File: src/design/glprs_pkg.sv
// shared constants and register codes for the grid low point risk sum unit
`default_nettype none

package glprs_pkg;

  // grid limits
  localparam int MAX_ROW_LENGTH = 128;
  localparam int MAX_ROWS       = 128;

  // field widths
  localparam int HEIGHT_W   = 4;
  localparam int RISK_W     = 18;
  localparam int COUNT_W    = 15;
  localparam int CFG_IDX_W  = 2;
  localparam int CFG_DATA_W = 8;

  // derived position and length widths
  localparam int COL_W  = $clog2(MAX_ROW_LENGTH);
  localparam int ROW_W  = (MAX_ROWS > 1) ? $clog2(MAX_ROWS) : 1;
  localparam int LEN_W  = $clog2(MAX_ROW_LENGTH + 1);
  localparam int ROWS_W = $clog2(MAX_ROWS + 1);

  // saturation limits of the totals
  localparam logic [RISK_W-1:0]  RISK_MAX  = '1;
  localparam logic [COUNT_W-1:0] COUNT_MAX = '1;

  // register reset values
  localparam logic [CFG_DATA_W-1:0] ROW_LENGTH_RST = CFG_DATA_W'(100);
  localparam logic [CFG_DATA_W-1:0] ROW_COUNT_RST  = CFG_DATA_W'(100);

  // configuration register indexes
  typedef enum logic [CFG_IDX_W-1:0] {
    REG_ROW_LENGTH = CFG_IDX_W'(0),
    REG_ROW_COUNT  = CFG_IDX_W'(1)
  } cfg_reg_t;

endpackage

`default_nettype wire

File: src/design/grid_low_point_risk_sum_unit.sv
// Latency: the result is shown in the cycle after the frame's final cell is taken.
// Throughput: one cell per cycle; the line buffer read for the next column is issued
// ahead and registered, and the output register lets cells flow on while a
// result waits. The final cell of a frame waits only if an older result is still held.
// Reset: positions, pending flags, neighbor cells and totals clear; row_length and
// row_count return to 100; line buffer contents stay undefined until written.
`default_nettype none

module grid_low_point_risk_sum_unit (
  input  logic                                 clk,
  input  logic                                 rst_n,
  input  logic                                 in_valid,
  output logic                                 in_ready,
  input  logic [glprs_pkg::HEIGHT_W-1:0]       in_cell_height,
  output logic                                 out_valid,
  input  logic                                 out_ready,
  output logic [glprs_pkg::RISK_W-1:0]         out_risk_total,
  output logic [glprs_pkg::COUNT_W-1:0]        out_low_point_count,
  input  logic                                 cfg_valid,
  output logic                                 cfg_ready,
  input  logic [glprs_pkg::CFG_IDX_W-1:0]      cfg_index,
  input  logic [glprs_pkg::CFG_DATA_W-1:0]     cfg_data
);
  import glprs_pkg::*;

  // configuration registers
  logic [CFG_DATA_W-1:0] row_length_r;
  logic [CFG_DATA_W-1:0] row_count_r;

  // frame position and neighbor state
  logic [COL_W-1:0]          col_r, col_nxt;
  logic [ROW_W-1:0]          row_r, row_nxt;
  logic [MAX_ROW_LENGTH-1:0] pend_r, pend_nxt;
  logic [HEIGHT_W-1:0]       left_r, second_left_r, delayed_up_r;
  logic [RISK_W-1:0]         settled_risk_r, settled_risk_nxt;
  logic [RISK_W-1:0]         row_risk_r, row_risk_nxt;
  logic [COUNT_W-1:0]        settled_count_r, settled_count_nxt;
  logic [COUNT_W-1:0]        row_count_acc_r, row_count_acc_nxt;

  // line buffer and its read port
  logic [HEIGHT_W-1:0] line_mem [MAX_ROW_LENGTH];
  logic [HEIGHT_W-1:0] mem_q_r;
  logic                byp_r;
  logic [HEIGHT_W-1:0] byp_data_r;
  logic [COL_W-1:0]    rd_addr;

  // result register
  logic                out_valid_r;
  logic [RISK_W-1:0]   out_risk_r;
  logic [COUNT_W-1:0]  out_count_r;

  // working signals
  logic [LEN_W-1:0]    len_eff;
  logic [ROWS_W-1:0]   rows_eff;
  logic                last_col, last_row, frame_end;
  logic                in_acc;
  logic [HEIGHT_W-1:0] v, u;
  logic                down_hit, cand_l, cand_r;
  logic [RISK_W+1:0]   settled_risk_sum, row_risk_sum;
  logic [RISK_W:0]     out_risk_sum;
  logic [COUNT_W+1:0]  settled_count_sum, row_count_sum;
  logic [COUNT_W:0]    out_count_sum;
  logic [RISK_W-1:0]   row_risk_base;
  logic [COUNT_W-1:0]  row_count_base;

  // effective lengths: zero counts as one, large values clamp to the maximum
  always_comb begin
    if (row_length_r == '0) begin
      len_eff = LEN_W'(1);
    end else if (int'(row_length_r) > MAX_ROW_LENGTH) begin
      len_eff = LEN_W'(MAX_ROW_LENGTH);
    end else begin
      len_eff = LEN_W'(row_length_r);
    end
    if (row_count_r == '0) begin
      rows_eff = ROWS_W'(1);
    end else if (int'(row_count_r) > MAX_ROWS) begin
      rows_eff = ROWS_W'(MAX_ROWS);
    end else begin
      rows_eff = ROWS_W'(row_count_r);
    end
  end

  // position decode and handshake
  assign last_col  = ((LEN_W+1)'(col_r) + (LEN_W+1)'(1)) >= (LEN_W+1)'(len_eff);
  assign last_row  = ((ROWS_W+1)'(row_r) + (ROWS_W+1)'(1)) >= (ROWS_W+1)'(rows_eff);
  assign frame_end = last_col && last_row;
  assign in_ready  = !frame_end || !out_valid_r || out_ready;
  assign in_acc    = in_valid && in_ready;
  assign cfg_ready = 1'b1;

  assign v = in_cell_height;
  assign u = byp_r ? byp_data_r : mem_q_r;

  // next positions
  assign col_nxt = last_col ? '0 : col_r + COL_W'(1);
  assign row_nxt = last_row ? '0 : row_r + ROW_W'(1);
  assign rd_addr = in_acc ? col_nxt : col_r;

  // low point tests
  always_comb begin
    down_hit = (row_r != '0) && pend_r[col_r] && (v > u);
    cand_l   = (col_r != '0) &&
               ((col_r == COL_W'(1)) || (second_left_r > left_r)) &&
               ((row_r == '0) || (delayed_up_r > left_r)) &&
               (v > left_r);
    cand_r   = last_col &&
               ((col_r == '0) || (left_r > v)) &&
               ((row_r == '0) || (u > v));
  end

  // pending flag updates
  always_comb begin
    pend_nxt         = pend_r;
    pend_nxt[col_r]  = 1'b0;
    if (col_r != '0) begin
      pend_nxt[col_r - COL_W'(1)] = cand_l;
    end
    if (last_col) begin
      pend_nxt[col_r] = cand_r;
    end
  end

  // saturating totals
  always_comb begin
    settled_risk_sum  = (RISK_W+2)'(settled_risk_r) +
                        (down_hit ? (RISK_W+2)'(u) + (RISK_W+2)'(1) : '0);
    settled_count_sum = (COUNT_W+2)'(settled_count_r) +
                        (down_hit ? (COUNT_W+2)'(1) : '0);
    settled_risk_nxt  = (settled_risk_sum > (RISK_W+2)'(RISK_MAX)) ?
                        RISK_MAX : settled_risk_sum[RISK_W-1:0];
    settled_count_nxt = (settled_count_sum > (COUNT_W+2)'(COUNT_MAX)) ?
                        COUNT_MAX : settled_count_sum[COUNT_W-1:0];

    row_risk_base  = (col_r == '0) ? '0 : row_risk_r;
    row_count_base = (col_r == '0) ? '0 : row_count_acc_r;
    row_risk_sum   = (RISK_W+2)'(row_risk_base) +
                     (cand_l ? (RISK_W+2)'(left_r) + (RISK_W+2)'(1) : '0) +
                     (cand_r ? (RISK_W+2)'(v) + (RISK_W+2)'(1) : '0);
    row_count_sum  = (COUNT_W+2)'(row_count_base) +
                     (cand_l ? (COUNT_W+2)'(1) : '0) +
                     (cand_r ? (COUNT_W+2)'(1) : '0);
    row_risk_nxt      = (row_risk_sum > (RISK_W+2)'(RISK_MAX)) ?
                        RISK_MAX : row_risk_sum[RISK_W-1:0];
    row_count_acc_nxt = (row_count_sum > (COUNT_W+2)'(COUNT_MAX)) ?
                        COUNT_MAX : row_count_sum[COUNT_W-1:0];

    out_risk_sum  = (RISK_W+1)'(settled_risk_nxt) + (RISK_W+1)'(row_risk_nxt);
    out_count_sum = (COUNT_W+1)'(settled_count_nxt) + (COUNT_W+1)'(row_count_acc_nxt);
  end

  // line buffer: write on each item, read ahead for the next column
  always_ff @(posedge clk) begin
    if (in_acc) begin
      line_mem[col_r] <= v;
    end
    mem_q_r    <= line_mem[rd_addr];
    byp_data_r <= v;
  end

  // write-first forwarding when the next read hits the column just written
  always_ff @(posedge clk) begin
    if (!rst_n) begin
      byp_r <= 1'b0;
    end else begin
      byp_r <= in_acc && (col_nxt == col_r);
    end
  end

  // configuration registers
  always_ff @(posedge clk) begin
    if (!rst_n) begin
      row_length_r <= ROW_LENGTH_RST;
      row_count_r  <= ROW_COUNT_RST;
    end else if (cfg_valid && cfg_ready) begin
      case (cfg_index)
        REG_ROW_LENGTH: row_length_r <= cfg_data;
        REG_ROW_COUNT:  row_count_r  <= cfg_data;
        default:        ;
      endcase
    end
  end

  // frame state and result register
  always_ff @(posedge clk) begin
    if (!rst_n) begin
      col_r           <= '0;
      row_r           <= '0;
      pend_r          <= '0;
      left_r          <= '0;
      second_left_r   <= '0;
      delayed_up_r    <= '0;
      settled_risk_r  <= '0;
      settled_count_r <= '0;
      row_risk_r      <= '0;
      row_count_acc_r <= '0;
      out_valid_r     <= 1'b0;
    end else begin
      // result valid: set by a frame's final cell, cleared when taken
      if (in_acc && frame_end) begin
        out_valid_r <= 1'b1;
      end else if (out_valid_r && out_ready) begin
        out_valid_r <= 1'b0;
      end
      if (in_acc) begin
        col_r         <= col_nxt;
        pend_r        <= pend_nxt;
        delayed_up_r  <= u;
        second_left_r <= left_r;
        left_r        <= v;
        if (last_col) begin
          row_r <= row_nxt;
        end
        if (frame_end) begin
          settled_risk_r  <= '0;
          settled_count_r <= '0;
          row_risk_r      <= '0;
          row_count_acc_r <= '0;
        end else begin
          settled_risk_r  <= settled_risk_nxt;
          settled_count_r <= settled_count_nxt;
          row_risk_r      <= row_risk_nxt;
          row_count_acc_r <= row_count_acc_nxt;
        end
      end
    end
  end

  // result payload
  always_ff @(posedge clk) begin
    if (in_acc && frame_end) begin
      out_risk_r  <= (out_risk_sum > (RISK_W+1)'(RISK_MAX)) ?
                     RISK_MAX : out_risk_sum[RISK_W-1:0];
      out_count_r <= (out_count_sum > (COUNT_W+1)'(COUNT_MAX)) ?
                     COUNT_MAX : out_count_sum[COUNT_W-1:0];
    end
  end

  assign out_valid           = out_valid_r;
  assign out_risk_total      = out_risk_r;
  assign out_low_point_count = out_count_r;

endmodule

`default_nettype wire

File: config.mk
export PLATFORM = sky130hd
export DESIGN_NAME = grid_low_point_risk_sum_unit
export DESIGN_NICKNAME = d
export VERILOG_FILES = /design/src/design/glprs_pkg.sv /design/src/design/grid_low_point_risk_sum_unit.sv
export SDC_FILE = /design/constraint.sdc
export NUM_CORES = 2
export LEC_CHECK = 0
export BUFFER_PORTS_ARGS = -buffer_cell sky130_fd_sc_hd__buf_2
export CORE_UTILIZATION = 55
export CTS_CLUSTER_DIAMETER = 200
export DETAILED_ROUTE_END_ITERATION = 10
export GPL_TIMING_DRIVEN = 1
export PLACE_DENSITY = 0.71
export SLEW_MARGIN = 20
export SYNTH_ARGS = -nofsm -noshare
export SYNTH_HDL_FRONTEND = slang
export SYNTH_SLANG_ARGS = --single-unit
File: constraint.sdc
create_clock -name clk -period 8.8 [get_ports clk]
set_input_delay 0.44 -clock clk [delete_from_list [all_inputs] [get_ports clk]]
set_output_delay 0.44 -clock clk [all_outputs]
set_load 0.005 [all_outputs]
=== Yosys cells after proc, flatten, opt, wreduce, memory -nomap -nowiden ===
Memory sizes are Yosys's and may differ from the RTL's. A register that Yosys moved wholly into a read port is not among the register bits.
Cells that the tools add are included.

* Register bits: 275
* Bits in latches: 0
* Memory bits (writable): 512
* Bits in read-only memories: 0
* Input bits: 19
* Output and inout bits: 36
* Logic and storage cells: 130
* Memories: 1

{| class="wikitable"
|+ Memories
! name !! depth !! bits a word !! read ports !! clocked after memory_dff !! write ports !! line !! text
|-
| line_mem || 128 || 4 || 1 || 1 || 1 || grid_low_point_risk_sum_unit.sv:41 || <nowiki>logic [HEIGHT_W-1:0] line_mem [MAX_ROW_LENGTH];</nowiki>
|}

* $add $sub $neg: 16
* $mul: 0
* Divide/modulo/power cells: 0
* Order comparisons: 20
* Equal/unequal tests: 3
* Shift-type cells: 0
* Multiplexer cells: 38
* Bitwise gates (word level): 2
* Reduce and logical (&&, ||, !) cells: 33

{| class="wikitable"
|+ Operators by type and width
! cell !! number
|-
| bitwise mux 128 bit || 2
|-
| 2-to-1 mux 128 bit || 2
|-
| bitwise AND 128 bit || 1
|-
| inverter 128 bit || 1
|-
| 2-to-1 mux 18 bit || 5
|-
| 2-to-1 mux 15 bit || 5
|-
| adder 18 x 5 -> 19 bit || 2
|-
| greater-than comparator 19 x 18 -> 1 bit, second input constant || 2
|-
| adder 15 x 1 -> 16 bit || 2
|-
| greater-than comparator 16 x 15 -> 1 bit, second input constant || 2
|-
| 2-to-1 mux 8 bit || 4
|-
| greater-than comparator 4 bit || 6
|-
| 2-to-1 mux 7 bit || 3
|-
| adder 19 x 5 -> 20 bit || 1
|-
| greater-than comparator 20 x 18 -> 1 bit, second input constant || 1
|-
| adder 18 x 18 -> 19 bit || 1
|-
| adder 16 x 1 -> 17 bit || 1
|-
| greater-than comparator 17 x 15 -> 1 bit, second input constant || 1
|-
| adder 15 x 15 -> 16 bit || 1
|-
| adder 7 x 1 -> 8 bit, second input constant || 2
|-
| >= comparator 8 bit || 2
|-
| greater-than comparator 8 bit, second input constant || 2
|-
| logical NOT 8 bit || 2
|-
| < comparator 7 x 8 -> 1 bit, second input constant || 2
|-
| other kinds (20) || 59
|}

=== Logic depth before layout (Yosys ltp) ===
* Word-level depth: 12
* Gate-level depth with buffers: 39
* Depth with buffers taken out: 36

=== Worst setup path before layout ===
OpenSTA, ideal clock, no wires.

* Kind: flip-flop to flip-flop
* Start: reg col_r[3]
* End: reg out_risk_r[1], in the netlist out_risk_total[1] (data pin)
* Setup time: 134 ps
* Arrival: 7,545 ps
* Required time: 8,666 ps
* Slack: 1,121 ps
* Cell stages (with the launch flop): 39
* Path buffers: 3
* Period minus slack after synthesis: 7,679 ps
* Cells stage by stage: dfxtp_1 > clkbuf_1 > nand2_1 > nor2_1 > xor2_1 > ha_1 > and4_1 > o21ai_0 > o21ai_1 > o21ai_0 > a211oi_2 > inv_1 > nor2_1 > fa_1 > ha_1 > a21o_1 > a21oi_1 > o21bai_1 > [3 not listed] > nand3_1 > clkbuf_1 > nand2_1 > ha_1 > inv_1 > fa_1 > nor2b_1 > o21a_1 > o21ai_0 > a2111oi_0 > and3b_1 > o311ai_0 > a21oi_1 > nor2b_1 > o21a_1 > nor2_1 > clkbuf_1 > nand2_1

* Word-level cells in the longest chain between the ends: 12
* Elaborated cells between the ends (all ways): 29
* Classes of those cells: 5 x add/sub; 4 x order compare; 1 x eq/ne; 8 x mux; 11 x reduce/logical

{| class="wikitable"
|+ RTL lines
! element !! line !! text
|-
| start, declared || grid_low_point_risk_sum_unit.sv:31 || <nowiki>logic [COL_W-1:0] col_r, col_nxt;</nowiki>
|-
| start signal, assigned || grid_low_point_risk_sum_unit.sv:206 || <nowiki>col_r <= col_nxt;</nowiki>
|-
| equality test 7 x 1 -> 1 bit || grid_low_point_risk_sum_unit.sv:104 || <nowiki>((col_r == COL_W'(1)) || (second_left_r > left_r)) &&</nowiki>
|-
| logical OR 1 bit || grid_low_point_risk_sum_unit.sv:104 ||
|-
| logical AND 1 bit || grid_low_point_risk_sum_unit.sv:103 || <nowiki>cand_l = (col_r != '0) &&</nowiki>
|-
| logical AND 1 bit || grid_low_point_risk_sum_unit.sv:104 ||
|-
| logical AND 1 bit || grid_low_point_risk_sum_unit.sv:105 || <nowiki>((row_r == '0) || (delayed_up_r > left_r)) &&</nowiki>
|-
| 2-to-1 mux 5 bit || grid_low_point_risk_sum_unit.sv:138 || <nowiki>(cand_l ? (RISK_W+2)'(left_r) + (RISK_W+2)'(1) : '0) +</nowiki>
|-
| adder 18 x 5 -> 19 bit || grid_low_point_risk_sum_unit.sv:137 || <nowiki>row_risk_sum = (RISK_W+2)'(row_risk_base) +</nowiki>
|-
| adder 19 x 5 -> 20 bit || grid_low_point_risk_sum_unit.sv:138 ||
|-
| greater-than comparator 20 x 18 -> 1 bit || grid_low_point_risk_sum_unit.sv:143 || <nowiki>row_risk_nxt = (row_risk_sum > (RISK_W+2)'(RISK_MAX)) ?</nowiki>
|-
| 2-to-1 mux 18 bit || grid_low_point_risk_sum_unit.sv:143 ||
|-
| adder 18 x 18 -> 19 bit (*) || grid_low_point_risk_sum_unit.sv:148 || <nowiki>out_risk_sum = (RISK_W+1)'(settled_risk_nxt) + (RISK_W+1)'(row_risk_nxt);</nowiki>
|-
| greater-than comparator 19 x 18 -> 1 bit || grid_low_point_risk_sum_unit.sv:232 || <nowiki>out_risk_r <= (out_risk_sum > (RISK_W+1)'(RISK_MAX)) ?</nowiki>
|-
| end signal, assigned || grid_low_point_risk_sum_unit.sv:232 ||
|-
| end, declared || grid_low_point_risk_sum_unit.sv:49 || <nowiki>logic [RISK_W-1:0] out_risk_r;</nowiki>
|}

Mark *: on every way between the ends. The rest lies on a longest branch, timed or not. The select of a mux whose other input is x is not followed.
A chain may end at the register's enable or synchronous reset.

=== Worst setup path in the final report ===
* Start: reg col_r[0]
* End: reg out_risk_r[15], in the netlist out_risk_total[15] (data pin)

Same word-level chain as after synthesis.

==> run metrics <==
top cells by instance count after synthesis=nand2_1 (800), edfxtp_1 (545), nor2_1 (257), dfxtp_1 (246), nand3_1 (231); nets=4145; Sink Count=791; Post-synth top flop=edfxtp_1; Final ANT Viol Nets=0; Layout Skew=0.0379 ns; vias in the first global route=31500; synthesized area=40400 sq um; cell taking the most area after synthesis=edfxtp_1; share of async-settable or async-resettable flops after synthesis=0%; Worst setup EP type=register; Num CTS Buffers=85; largest net degree at the start of global routing=170; Hold Path Class=in2reg; initial antenna violation count=3; final WL=137 mm; FMAX=123 MHz; clock slew at reported path FFs=0.06 ns; final setup fails=0; CTS H-Tree Depth=3; RSZ-0062 raised after global routing=false; Initial Util=56.0%; Area Growth Syn to Fin=10.3%; Power Density=187 nW/um^2; vias per cell=6.86; Detailed Place HPWL=87.8 mm; Yosys cell types=84; die width=273 um; area share of the largest cell type after synthesis=40.5%; Critical Path Fanout Max=40; Post-CTS Hold Fix Bufs=0; area of the multi-input gates=17800 sq um; core area=72100 sq um; Slew @ Worst Pin=1.17 ns; most frequent cell after synthesis=nand2_1; GRT Util Overall=36.1%; GRT overflow=0; max_cap viols=0; root buf cell=clkbuf_16; syn avg cell area=9.88 sq um; Worst path max stage delay=0.61 ns; Yosys reg bits=791; Final Critical Period=8.16 ns; critical path data required time=9.19 ns; die footprint=74500 sq um; endpoints failing hold=0; CTS tree=done; WP data arrival=8.55 ns; Core Util, Final=61.8%; Post-Route Setup TNS=0 ns; Post-synth EDFFs=545; Area contributors post-synth=edfxtp_1 (41%), dfxtp_1 (12%), nand2_1 (7.4%); Clock Tree Buf Depth=3; num rows=98; Worst-Skew Late Latency=0.68 ns; via count of the routed design=34600; die height=273 um; syn_nets=4205; Boundary Pins=55; First DRT Iteration DRCs=5637; Layout fillers=5880; Synth warnings=0; Worst path slowest cell=mux4_2; Worst slew margin=20.3%; WS Path Type=reg2reg; Peak supply drop=0.203 mV; Tcrit/Tclk final=92.7%; drt pass-1 iters=7; DR WL/cell=27.2 um; first-pass GRT wire length=202 mm; Mapped Cells=4089; Top cell by count, worst path=o21ai_0; drt drc=0; crit path launch type=register; buffers added on ports=53; FF+latch area=21300 sq um; share of cells above drive strength 1=8.42%; RePlAce Congestion=0.974; fin. max-slew vios=0; status=finished, final reports clean; sequential share of the synthesized area=52.7%; Static Leak=15.3 nW
cell usage in the layout, fill, tap and decap left out, types with 21 or more instances in the layout:
master     synthesis  final
clkbuf_16          0     89
o22ai_1           24     23
buf_4              7     98
mux2i_1           47     47
a211oi_1          44     44
nor2_1           257    252
nor3_1            46     36
o21ai_0          103    103
xnor2_1           39     39
nand3_1          231    230
ha_1              87     87
a21boi_0         137    137
buf_2             57     48
and3_1            69     68
dfxtp_1          246    244
a21oi_1          105    104
nand4_1           49     49
nand2b_1          28     28
and2_1            23     23
nor4_1            21     21
xor2_1            32     32
nor2b_1          102    102
o211ai_1         140    140
nand2_1          800    800
o221ai_1         138    138
a31oi_1           39     39
a22oi_1          122    121
edfxtp_1         545    545
inv_1             56     55
critical path: cells and delay by family (launching register included):
family          cells  cell delay [ns]
fa+ha+maj           2             0.57
flops               1             0.41
compound gates     14             3.05
mux                 1             0.61
buf+inv             4             1.12
simple gates       13             2.09
registers in the layout, indices dropped and copies added, names as in the netlist, 15 cells and up:
register / count
row_risk_r: 18
settled_count_r: 15
out_risk_total: 18
out_low_point_count: 15
line_mem: 512
row_count_acc_r: 15
settled_risk_r: 18
pend_r: 128
per-stage QoR:
step | hold WS, ns | worst slack (ns) | instances | instance area [sq um] | total power (W)
2_1_floorplan | 0.443 | 1.12 | 4089 | 40400 | 0.00439
3_3_place_gp | 0.455 | 0.332 | 4892 | 41600 | 0.00460
3_5_place_dp | 0.470 | 0.176 | 4892 | 41600 | 0.00460
4_1_cts | 0.0209 | 0.101 | 5049 | 44500 | 0.00831
5_1_grt | 0.0595 | 0.0907 | 5050 | 44500 | 0.00848
6_report | 0.0304 | 0.642 | 5051 | 44500 | 0.00832
report_power, final:
group          internal (W)  leakage (nW)  total [W]  switching, W
clock network       0.00219          1.45    0.00378       0.00159
registers           0.00398          6.92    0.00399    0.00000946
logic              0.000143          6.89   0.000552      0.000410
total               0.00632          15.3    0.00832       0.00200
layer usage:
| metal | routed length [um] | track usage, % | vias to the layer above | share of wire (%) |
|---|---|---|---|---|
| met4 | 6810 | 16.5 | 0 | 5.0 |
| li1 | - | - | 15200 | - |
| met2 | 57500 | 51.3 | 2489 | 42 |
| met3 | 18300 | 8.69 | 392 | 13 |
| met1 | 54700 | 52.1 | 16600 | 40 |
| met5 | 0 | 0 | - | 0 |
worst paths after layout:
kind	from	slack, ns	cells after the start	to
setup / recovery	col_r[0]	0.64	34	out_risk_total[15]
hold / removal	cfg_data[2]	0.03	3	row_count_r[2]
setup reg to reg	col_r[0]	0.64	34	out_risk_total[15]
hold reg to reg	pend_r[96]	0.48	2	pend_r[96]
layout make-up:
class	instances	area share, %
Antenna cell	2	0.0112
Clock buffer	103	5.31
Sequential cell	791	47.8
Multi-Input combinational cell	2942	40.0
Inverter	58	0.497
Timing Repair Buffer	151	2.40
Tap cell	950	2.67
Clock inverter	54	1.28
kinds of logic after synthesis:
| kind of cell | after synthesis | share of synthesized area (%) |
|---|---|---|
| adders and majority gates | 97 | 3.19 |
| AOI/OAI and AO/OA | 1030 | 18.6 |
| DFF | 791 | 52.7 |
| and+or+nand+nor | 1690 | 19.0 |
| xor gates and xnor gates | 71 | 1.54 |
| buffers and inverters | 356 | 3.61 |
| muxes | 53 | 1.36 |
| other | 1 | 0.00929 |
what timing repair did:
item                                    CTS  global route
setup buffers                             0             0
endpoints found under the setup margin    0            18
hold endpoints to repair                  0             0
gates resized for setup                   0             9
Note: power is estimated with default switching activity, not from simulation.
